[src/hw/rtl/ifmt_pkg.sv]
// ifmt_pkg: shared types, constants and character helpers for the integer to ASCII formatter.
// No dependencies; imported by the interfaces, controller, datapath and top level.
`timescale 1ns / 1ps
package ifmt_pkg;

  localparam int OPCODE_W   = 3;
  localparam int VALUE_W    = 64;
  localparam int CHAR_W     = 8;
  localparam int NUM_DIGITS = 20;
  localparam int DIGITS_W   = 4 * NUM_DIGITS;
  localparam int CNT_W      = 5;
  localparam int ITER_W     = 7;

  localparam logic [CNT_W-1:0]  CNT_DEC    = CNT_W'(NUM_DIGITS);
  localparam logic [CNT_W-1:0]  CNT_HEX32  = CNT_W'(8);
  localparam logic [CNT_W-1:0]  CNT_HEX64  = CNT_W'(16);
  localparam logic [CNT_W-1:0]  CNT_NIL    = CNT_W'(5);
  localparam logic [CNT_W-1:0]  CNT_ONE    = CNT_W'(1);
  localparam logic [ITER_W-1:0] ITER_32    = ITER_W'(32);
  localparam logic [ITER_W-1:0] ITER_64    = ITER_W'(64);

  localparam logic [CHAR_W-1:0] CH_MINUS = 8'h2D;
  localparam logic [CHAR_W-1:0] CH_ZERO  = 8'h30;
  localparam logic [CHAR_W-1:0] CH_X     = 8'h78;
  localparam logic [CHAR_W-1:0] CH_ALPHA = 8'h57;
  localparam logic [CHAR_W-1:0] CH_LPAR  = 8'h28;
  localparam logic [CHAR_W-1:0] CH_N     = 8'h6E;
  localparam logic [CHAR_W-1:0] CH_I     = 8'h69;
  localparam logic [CHAR_W-1:0] CH_L     = 8'h6C;
  localparam logic [CHAR_W-1:0] CH_RPAR  = 8'h29;

  typedef enum logic [OPCODE_W-1:0] {
    OP_SDEC32 = 3'd0,
    OP_UDEC32 = 3'd1,
    OP_HEX32  = 3'd2,
    OP_UDEC64 = 3'd3,
    OP_PTR64  = 3'd4,
    OP_CHAR   = 3'd5
  } op_t;

  typedef enum logic [2:0] {
    SRC_DIGIT,
    SRC_MINUS,
    SRC_ZERO,
    SRC_X,
    SRC_NIL,
    SRC_RAW
  } src_t;

  typedef struct packed {
    logic load;
    logic step;
    logic shift;
    logic emit;
    src_t src;
    logic last;
  } ifmt_cmd_t;

  typedef struct packed {
    op_t  op;
    logic neg;
    logic zero;
    logic conv_last;
    logic top_zero;
    logic count_one;
    logic out_free;
  } ifmt_status_t;

  function automatic logic [CHAR_W-1:0] digit_char(input logic [3:0] d);
    logic [CHAR_W-1:0] ext;
    ext = {4'b0, d};
    return (d < 4'd10) ? (CH_ZERO + ext) : (CH_ALPHA + ext);
  endfunction

  function automatic logic [CHAR_W-1:0] nil_char(input logic [2:0] idx);
    logic [CHAR_W-1:0] c;
    unique case (idx)
      3'd0:    c = CH_LPAR;
      3'd1:    c = CH_N;
      3'd2:    c = CH_I;
      3'd3:    c = CH_L;
      default: c = CH_RPAR;
    endcase
    return c;
  endfunction

endpackage

[src/hw/rtl/ifmt_controller.sv]
// ifmt_controller: sequencing state machine for load, conversion, zero stripping and emission.
// Depends on ifmt_pkg; drives ifmt_datapath through ifmt_cmd_t.
`timescale 1ns / 1ps
module ifmt_controller
  import ifmt_pkg::*;
(
  input  logic         clk,
  input  logic         rst,
  input  logic         in_valid,
  output logic         in_ready,
  input  ifmt_status_t status,
  output ifmt_cmd_t    cmd
);

  typedef enum logic [3:0] {
    S_IDLE,
    S_DISPATCH,
    S_MINUS,
    S_PRE0,
    S_PREX,
    S_CONV,
    S_SKIP,
    S_DIGITS,
    S_NIL,
    S_RAW
  } state_t;

  state_t state;
  state_t state_next;

  always_comb begin
    state_next = state;
    cmd        = '{load: 1'b0, step: 1'b0, shift: 1'b0, emit: 1'b0,
                   src: SRC_DIGIT, last: 1'b0};
    in_ready   = (state == S_IDLE);
    unique case (state)
      S_IDLE: begin
        if (in_valid) begin
          cmd.load   = 1'b1;
          state_next = S_DISPATCH;
        end
      end
      S_DISPATCH: begin
        unique case (status.op)
          OP_SDEC32: state_next = status.neg ? S_MINUS : S_CONV;
          OP_UDEC32: state_next = S_CONV;
          OP_UDEC64: state_next = S_CONV;
          OP_HEX32:  state_next = S_SKIP;
          OP_PTR64:  state_next = status.zero ? S_NIL : S_PRE0;
          OP_CHAR:   state_next = S_RAW;
          default:   state_next = S_IDLE;
        endcase
      end
      S_MINUS: begin
        if (status.out_free) begin
          cmd.emit   = 1'b1;
          cmd.src    = SRC_MINUS;
          state_next = S_CONV;
        end
      end
      S_PRE0: begin
        if (status.out_free) begin
          cmd.emit   = 1'b1;
          cmd.src    = SRC_ZERO;
          state_next = S_PREX;
        end
      end
      S_PREX: begin
        if (status.out_free) begin
          cmd.emit   = 1'b1;
          cmd.src    = SRC_X;
          state_next = S_SKIP;
        end
      end
      S_CONV: begin
        cmd.step = 1'b1;
        if (status.conv_last) begin
          state_next = S_SKIP;
        end
      end
      S_SKIP: begin
        if (status.top_zero && !status.count_one) begin
          cmd.shift = 1'b1;
        end else begin
          state_next = S_DIGITS;
        end
      end
      S_DIGITS, S_NIL: begin
        if (status.out_free) begin
          cmd.emit  = 1'b1;
          cmd.shift = 1'b1;
          cmd.src   = (state == S_NIL) ? SRC_NIL : SRC_DIGIT;
          cmd.last  = status.count_one;
          if (status.count_one) begin
            state_next = S_IDLE;
          end
        end
      end
      S_RAW: begin
        if (status.out_free) begin
          cmd.emit   = 1'b1;
          cmd.src    = SRC_RAW;
          cmd.last   = 1'b1;
          state_next = S_IDLE;
        end
      end
      default: state_next = S_IDLE;
    endcase
  end

  always_ff @(posedge clk) begin
    if (rst) begin
      state <= S_IDLE;
    end else begin
      state <= state_next;
    end
  end

endmodule

[config.mk]
export PLATFORM = sky130hd
export DESIGN_NAME = ifmt_controller
export DESIGN_NICKNAME = d
export VERILOG_FILES = /design/src/hw/rtl/ifmt_pkg.sv /design/src/hw/rtl/ifmt_controller.sv
export SDC_FILE = /design/constraint.sdc
export NUM_CORES = 1
export LEC_CHECK = 0
export BUFFER_PORTS_ARGS = -buffer_cell sky130_fd_sc_hd__buf_4
export CORE_AREA = 2 2 39 41
export CTS_CLUSTER_DIAMETER = 60
export DETAILED_ROUTE_END_ITERATION = 6
export DIE_AREA = 0 0 41 43
export PLACE_DENSITY = 0.73
export SETUP_SLACK_MARGIN = 0.05
export SLEW_MARGIN = 40
export SYNTH_ARGS = -nofsm -noshare
export SYNTH_HDL_FRONTEND = slang
export SYNTH_SLANG_ARGS = --single-unit
[constraint.sdc]
create_clock -name clk -period 2.25 [get_ports clk]
set_clock_uncertainty 0.1 [all_clocks]
set_input_delay 0.1125 -clock clk [delete_from_list [all_inputs] [get_ports clk]]
set_output_delay 0.1125 -clock clk [all_outputs]
set_load 0.02 [all_outputs]
==> results of run 1 <==
==> critical path, cell delays in order, from the launching register on <==
cell     delay (ns)
dfxtp_1        0.53
nor2b_1        0.30
a21oi_1        0.12
o21ai_0        0.18
and2_1         0.15
buf_4          0.13
==> per-stage QoR <==
| stage | utilization, % | power [mW] | setup slack [ns] |
|---|---|---|---|
| 6_report | 52.08 | 0.8790 | 0.3674 |
| 5_1_grt | 52.08 | 0.9516 | 0.2213 |
| 4_1_cts | 52.08 | 0.8768 | 0.3744 |
| 3_5_place_dp | 50.45 | 0.7811 | 0.4972 |
| 3_3_place_gp | 50.45 | 0.7675 | 0.5438 |
| 2_1_floorplan | - | 0.6042 | 0.4519 |
==> how the worst max path moves through the flow <==
stage	depth (start not counted)	slack, ns	from	end
detailed placement	4	0.50	state[0]	state[2]
floorplan	3	0.45	state[0]	cmd[7]
global placement	4	0.54	state[0]	state[2]
CTS	5	0.37	state[3]	cmd[1]
finish	5	0.37	state[3]	cmd[1]
global route	5	0.22	state[3]	cmd[1]
==> area by class of cell <==
| cell class | count | share of cell area (%) |
|---|---|---|
| flip-flops and latches | 4 | 11.11 |
| repair buffers | 23 | 23.96 |
| multi-input cells | 59 | 57.99 |
| inverters | 2 | 1.042 |
| well taps | 16 | 2.778 |
| clock buffers | 3 | 3.125 |
==> report_power, final <==
part | internal [mW] | leakage [nW] | switching [mW]
clock | 0.0602 | 0.0138 | 0.0378
combinational | 0.312 | 0.261 | 0.315
sequential | 0.0978 | 0.0328 | 0.0557
==> cells by family after synthesis <==
group | share of synthesized area (%)
XOR/XNOR | 1.632
flip-flops | 14.92
multiplexers | 5.595
buffers and inverters | 7.225
AO/OA/AOI/OAI | 32.40
AND/OR/NAND/NOR | 38.23
==> synth_stat cells (all sizes together) (2+ instances only) <==
library cell	n
and2	3
and3b	2
buf	2
clkbuf	4
dfxtp	4
inv	2
mux2i	3
nand2	3
nand2b	5
nand3	3
nor2	7
nor2b	3
nor3b	2
nor4	2
o21ai	5
o221a	2
o22ai	2
==> per-layer routing <==
layer / wire length [microns] / vias up / global-route usage, %
li1: - / 310 / -
met1: 595 / 277 / 19.49
met2: 653 / 25 / 31.56
met3: 83 / 4 / 3.141
met4: 45 / 0 / 14.00
met5: 0 / - / 0
==> metrics, run 1 <==
status finished, final reports clean; Distinct cells, synth 36; Setup violations, final 0; post-DP HPWL 1067 microns; Syn Area/Cell between 7 and 8 sq um; Top Registers state: 4 flops; maximum clock path buffer count 2; Worst EP required 2.04 ns; setup slack, reg-to-reg just under 0.5 ns; worst-margin pin slew 0.4548 ns; violation count after the first detailed-routing iteration 6; TritonCTS clock tree done; # port buffers 20; GR Overflow Total 0; fillers 147; die height 43 microns; Tmin final 1.883 ns; DP Area 698.2 sq um; DRT Wirelength 1378 microns; hold_ws 0.04420 ns; initial antenna violation count 0; Inst Count DP 104; gp weighted congestion about 0.77; endpoint arrival time on the critical path 1.67 ns; Reg-to-Reg End state[0]; Startpoint Class register; Worst-path clk slew about 0.050 ns; hold path start rst; initial core utilization 38.79%; antenna-violating nets left 0; DRT Pass-1 Iters 4; number of global-route vias before repair 575; CTS sink cnt 4; power per standard cell area 1220 nW/um^2; commonest non-fill, non-tap cell in the layout buf_4; TNS Setup 0 ns; H-tree Lvls 1; Cell Count, Final, Fillers Out between 100 and 150; Reg area around 80 sq um; global-route wire length before repair 2235 microns; Tcrit/Tclk final between 80% and 90%; worst-skew pair later-pin latency 0.25 ns; post-route cell area 720.7 sq um; Final #Nets about 110; RSZ-0062 raised after global routing false; VDD IR max 0.5927 mV; vias per cell 5.757; Max-Slew Margin vs Limit 69.64%; Primary FF master, synth dfxtp_1; CTS Root Cell clkbuf_4; Max Cap Viol 0; Largest Register state; ranking of synthesized cells by area dfxtp_1, o221a_4, nand2b_1; WS Path Type reg2out; Max FO, Critical Path 11; Multi-input gate area between 400 and 500 sq um; IO Pins 21; Leakage 0.3073 nW; global-route usage over all layers 18.94%; diode count 0; post-synthesis instance total 71; number of buffers created by CTS 3; Seq/Total Area, Yosys between 10% and 20%; Area Growth Syn to Fin 34.27%; Worst R2R Path Depth 4; final hold vios 0; Post CTS Setup Buffer Count 0; Worst R2R Start state[1]; max reg flops 4; Max Slew Vio Count 0; die area approximately 1800 sq um; layout cell share with drive strength beyond 1 32.97%; Core Area 1384 sq um; CP endpoint kind output pin; Syn. warnings 0; drt wl/cell 12.88 microns; largest net degree at the start of global routing 16; row count 14; Synth area leader dfxtp_1; most frequent cells in the layout buf_4, nor2_1, nand2b_1; via count 616; FFs w/ async S/R, synth 0%; Die W 41 microns; CTS resizes 0; fmax 531.2 MHz; hold path endpoint state[3]; number of synthesized flops with an enable pin 0; post-synth top area share 14.92%; Hold Crit Depth 3; residual DRC count 0; count of state elements after synthesis 4; worst min path class in2reg; Post-Syn Area 536.8 sq um; Synthesized Nets 83; cts hold-fix bufs 0
(Power assumes the default switching activity.)
==> run 2, diff against run 1 <==
- clock period: 2.25 -> 2 ns (I/O delays scaled with it)
==> run 2 against run 1 <==
Against the previous run: core utilization is 0.36 points lower; non-clock buffer count is 1 lower; sequential power is 11% higher; clock power is 1% higher; cell area is 0.69% lower; worst hold slack better by 0.0040 ns; largest cell class unchanged; highest routed layer is now met3; critical endpoint is now cmd[4].
==> metrics, run 2 (same netlist as run 1, synthesis figures left out) <==
DP Area 690.7 sq um; diode count 0; Hold Crit Depth 3; CP endpoint kind output pin; max reg flops 4; worst-margin pin slew 0.3847 ns; VDD IR max 0.4445 mV; Area Growth Syn to Fin 33.33%; number of global-route vias before repair around 470; DRT Wirelength 1320 microns; Tcrit/Tclk final 87.63%; Setup violations, final 0; fmax 570.6 MHz; maximum clock path buffer count 2; setup slack, reg-to-reg about 0.33 ns; layout cell share with drive strength beyond 1 ~34%; IO Pins 21; Die W 41 microns; GR Overflow Total 0; worst-skew pair later-pin latency 0.23 ns; Worst R2R Path Depth 5; die height 43 microns; Reg-to-Reg End state[1]; Max Slew Vio Count 0; global-route usage over all layers 16.40%; row count 14; Leakage 0.3029 nW; global-route wire length before repair 2028 microns; DRT Pass-1 Iters 4; WS Path Type reg2out; die area roughly 1800 sq um; fillers 131; most frequent CP cell buf_4; Max stage delay on crit path 0.40 ns; post-DP HPWL 1020 microns; Largest Register state; initial core utilization 38.79%; Tmin final roughly 1.8 ns; RSZ-0062 raised after global routing false; Post-Place Worst Slack ~0.27 ns; Max FO, Critical Path 16; post-route cell area 715.7 sq um; post-route setup slack 0.2474 ns; residual DRC count 0; Startpoint Class register; initial antenna violation count 0; final hold vios 0; hold_ws 0.04824 ns; antenna-violating nets left 0; status finished, final reports clean; Worst EP required 1.80 ns; gp weighted congestion 0.7641; Core Area 1384 sq um; largest net degree at the start of global routing 17; CP Cell Sequence buf_4 > nand2_1 > o221a_4 > nor2b_1 > buf_4; TNS Setup 0 ns; TritonCTS clock tree done; CTS Root Cell clkbuf_4; H-tree Lvls 1; violation count after the first detailed-routing iteration 20; CTS sink cnt 4; Max Cap Viol 0; via count about 600; hold path start rst; Top Registers state: 4 flops; Final #Nets 104; commonest non-fill, non-tap cell in the layout buf_4; endpoint arrival time on the critical path 1.55 ns; vias per cell approximately 5.7; power per standard cell area 1335 nW/um^2; most frequent cells in the layout buf_4, nor2_1, nand2b_1; Worst R2R Start state[0]; final total power ~0.96 mW; # port buffers 20; hold path endpoint state[3]; Worst-path clk slew roughly 0.040 ns; worst min path class in2reg; cts hold-fix bufs 0; drt wl/cell 12.45 microns; slowest cell on the critical path dfxtp_1; Max-Slew Margin vs Limit 74.03%; number of buffers created by CTS 3
==> run 2: cell count changes in the layout (fill, tap and decap cells not counted) <==
cell and change:
buf_4 -1, dfxtp_2 +2, dfxtp_1 -2
==> run 2: timing repair <==
action                     in CTS  in global routing
setup endpoints to repair       0                  1
hold endpoints to repair        0                  0
resized for setup               0                  2
setup buffers                   0                  0
==> run 2: area by class of cell <==
class                      count  area (sq um)  share of cell area [%]
multi-input combinational     59         417.9                   58.39
clock buffer                   3         22.52                   3.147
timing repair buffer          22         165.2                   23.08
inverter                       2         7.507                   1.049
sequential                     4         82.58                   11.54
tap                           16         20.02                   2.797
==> run 2: where the power goes <==
group | internal, mW | switching (mW) | total, mW
Clock | 0.0671 | 0.0322 | 0.0993
Sequential | 0.113 | 0.0583 | 0.171
Combinational | 0.338 | 0.348 | 0.686
==> run 2: critical path, delay by kind of cell (launching register included) <==
kind	cells	cell delay, ns
compound gates	1	0.30
buf+inv	2	0.38
flops	1	0.40
simple gates	2	0.24
==> run 2: how the worst max path moves through the flow <==
stage,depth (start not counted),end,start
after floorplan,3,cmd[7],state[0]
after global placement,4,state[1],state[1]
after detailed placement,4,state[2],state[1]
after CTS,5,cmd[1],state[3]
after global routing,5,cmd[4],state[0]
final,5,cmd[4],state[0]
==> run 2: metal layers <==
layer	share of wire, %	global-route usage (%)	vias to the layer above
met5	0	0	-
met4	0	6.000	0
met3	5.3	1.571	0
met2	49	25.31	24
met1	46	22.65	270
li1	-	-	310
==> run 2: metrics by stage <==
step / std cells / util (%)
floorplan: 71 / -
global placement: 103 / 49.91
detailed placement: 103 / 49.91
CTS: 106 / 51.54
global route: 106 / 51.72
finish: 106 / 51.72
==> run 3, diff against run 2 <==
- PLACE_DENSITY: 0.73 -> default
- PLACE_DENSITY_LB_ADDON: default -> 0.12
==> run 3 against run 2 <==
Against the previous run: worst setup slack lost 0.075 ns; sequential power is essentially flat; flip-flop and latch count unchanged; count of clock-buffer cells in the layout unchanged; clock power about the same; highest routed layer is now met4; die area stayed put; power increased by 1.2%; wire length fell by 2.7%; critical path type unchanged; first-iteration DRC count decreased by 55%; worst hold slack gained 0.0019 ns.
==> metrics, run 3 (same netlist as run 1, synthesis figures left out) <==
status finished, final reports clean; worst-skew pair later-pin latency 0.24 ns; crit path from state[1]; Top Registers state: 4 flops; diode count 0; global-route usage over all layers 18.25%; Worst R2R Start state[1]; Leakage 0.3078 nW; cts hold-fix bufs 0; max reg flops 4; DRT Pass-1 Iters 4; RSZ-0062 raised after global routing false; post-DP HPWL 1047 microns; H-tree Lvls 1; number of buffers created by CTS 3; Max Slew Vio Count 0; Crit path max-delay family simple AND/OR/NAND/NOR gates; final hold vios 0; power per standard cell area 1340 nW/um^2; final total power 0.9674 mW; worst-margin pin slew around 0.45 ns; Worst-path clk slew 0.04 ns; Largest Register state; Max Cap Viol 0; initial core utilization 38.79%; Core Area 1384 sq um; violation count after the first detailed-routing iteration 9; IO Pins 21; Area Growth Syn to Fin 34.50%; TritonCTS clock tree done; Setup violations, final 0; CTS resizes 0; drt wl/cell 12.00 microns; hold_ws 0.05013 ns; fmax ~550 MHz; Die W about 41 microns; endpoint arrival time on the critical path 1.63 ns; Post CTS Setup Buffer Count 0; CTS sink cnt 4; residual DRC count 0; worst path buffer plus inverter count 1; Max stage delay on crit path 0.55 ns; CP endpoint kind output pin; GR Overflow Total 0; Final #Nets 105; number of global-route vias before repair 531; maximum clock path buffer count 2; Startpoint Class register; Max FO, Critical Path 15; die area between 1500 and 2000 sq um; DRT Wirelength 1284 microns; commonest non-fill, non-tap cell in the layout buf_4; vias per cell 5.505; WS Path Type reg2out; largest net degree at the start of global routing 18; gp weighted congestion 0.7867; Max-Slew Margin vs Limit around 70%; VDD IR max 0.6763 mV; Tmin final between 1.5 and 2 ns; Worst EP required 1.80 ns; # port buffers 20; CP Cell Sequence or4b_4 > o221a_4 > nor2b_1 > buf_4; via count around 590; most frequent cells in the layout buf_4, nor2_1, nand2b_1; initial antenna violation count 0; Tcrit/Tclk final 91.37%; row count 14; layout cell share with drive strength beyond 1 about 34%; die height between 40 and 50 microns; antenna-violating nets left 0; global-route wire length before repair 2242 microns; slowest cell on the critical path or4b_4; worst min path class in2reg; TNS Setup 0 ns; CTS Root Cell clkbuf_4; hold path start rst
[run 3: cell count changes in the layout (fill, tap and decap cells not counted), sizes merged]
cell and change:
buf +1
[run 3: final cells by class]
type / count / area, sq um
clock buffer: 3 / 22.52
fill: 151 / 661.9
inverter: 2 / 7.507
multi-input combinational: 59 / 417.9
sequential: 4 / 81.33
tap: 16 / 20.02
timing repair buffer: 23 / 172.7
[run 3: per-layer routing]
layer,track usage (%),routed length (microns)
met5,0,0
met4,4.000,11
met3,4.712,57
met2,28.13,628
met1,24.68,587
[run 3: path summary, 6_finish.rpt]
kind               to  slack (ns)  cells after the start
min          state[3]        0.05                      3
max            cmd[4]        0.17                      4
max reg2reg  state[0]        0.27                      4
min reg2reg  state[0]        0.42                      2
[run 3: metrics by stage]
step | setup WS (ns) | instance area, sq um | utilization [%] | std cells
2_1_floorplan | 0.2144 | 536.8 | - | 71
3_3_place_gp | 0.3147 | 698.2 | 50.45 | 104
3_5_place_dp | 0.2684 | 698.2 | 50.45 | 104
4_1_cts | 0.1704 | 720.7 | 52.08 | 107
5_1_grt | 0.05368 | 721.9 | 52.17 | 107
6_report | 0.1726 | 721.9 | 52.17 | 107
[run 3: where the power goes]
part / leakage, nW / switching [mW] / total, mW / internal, mW
Clock: 0.0138 / 0.0348 / 0.102 / 0.0672
Combinational: 0.261 / 0.345 / 0.695 / 0.350
Sequential: 0.0333 / 0.0591 / 0.170 / 0.111
Total: 0.308 / 0.439 / 0.967 / 0.528
[run 3: worst reg2reg max path, cell delays in order (launching register included)]
cell and delay (ns):
dfxtp_1 0.44, or4b_4 0.55, o221a_4 0.15, o221ai_2 0.23, mux2i_1 0.20
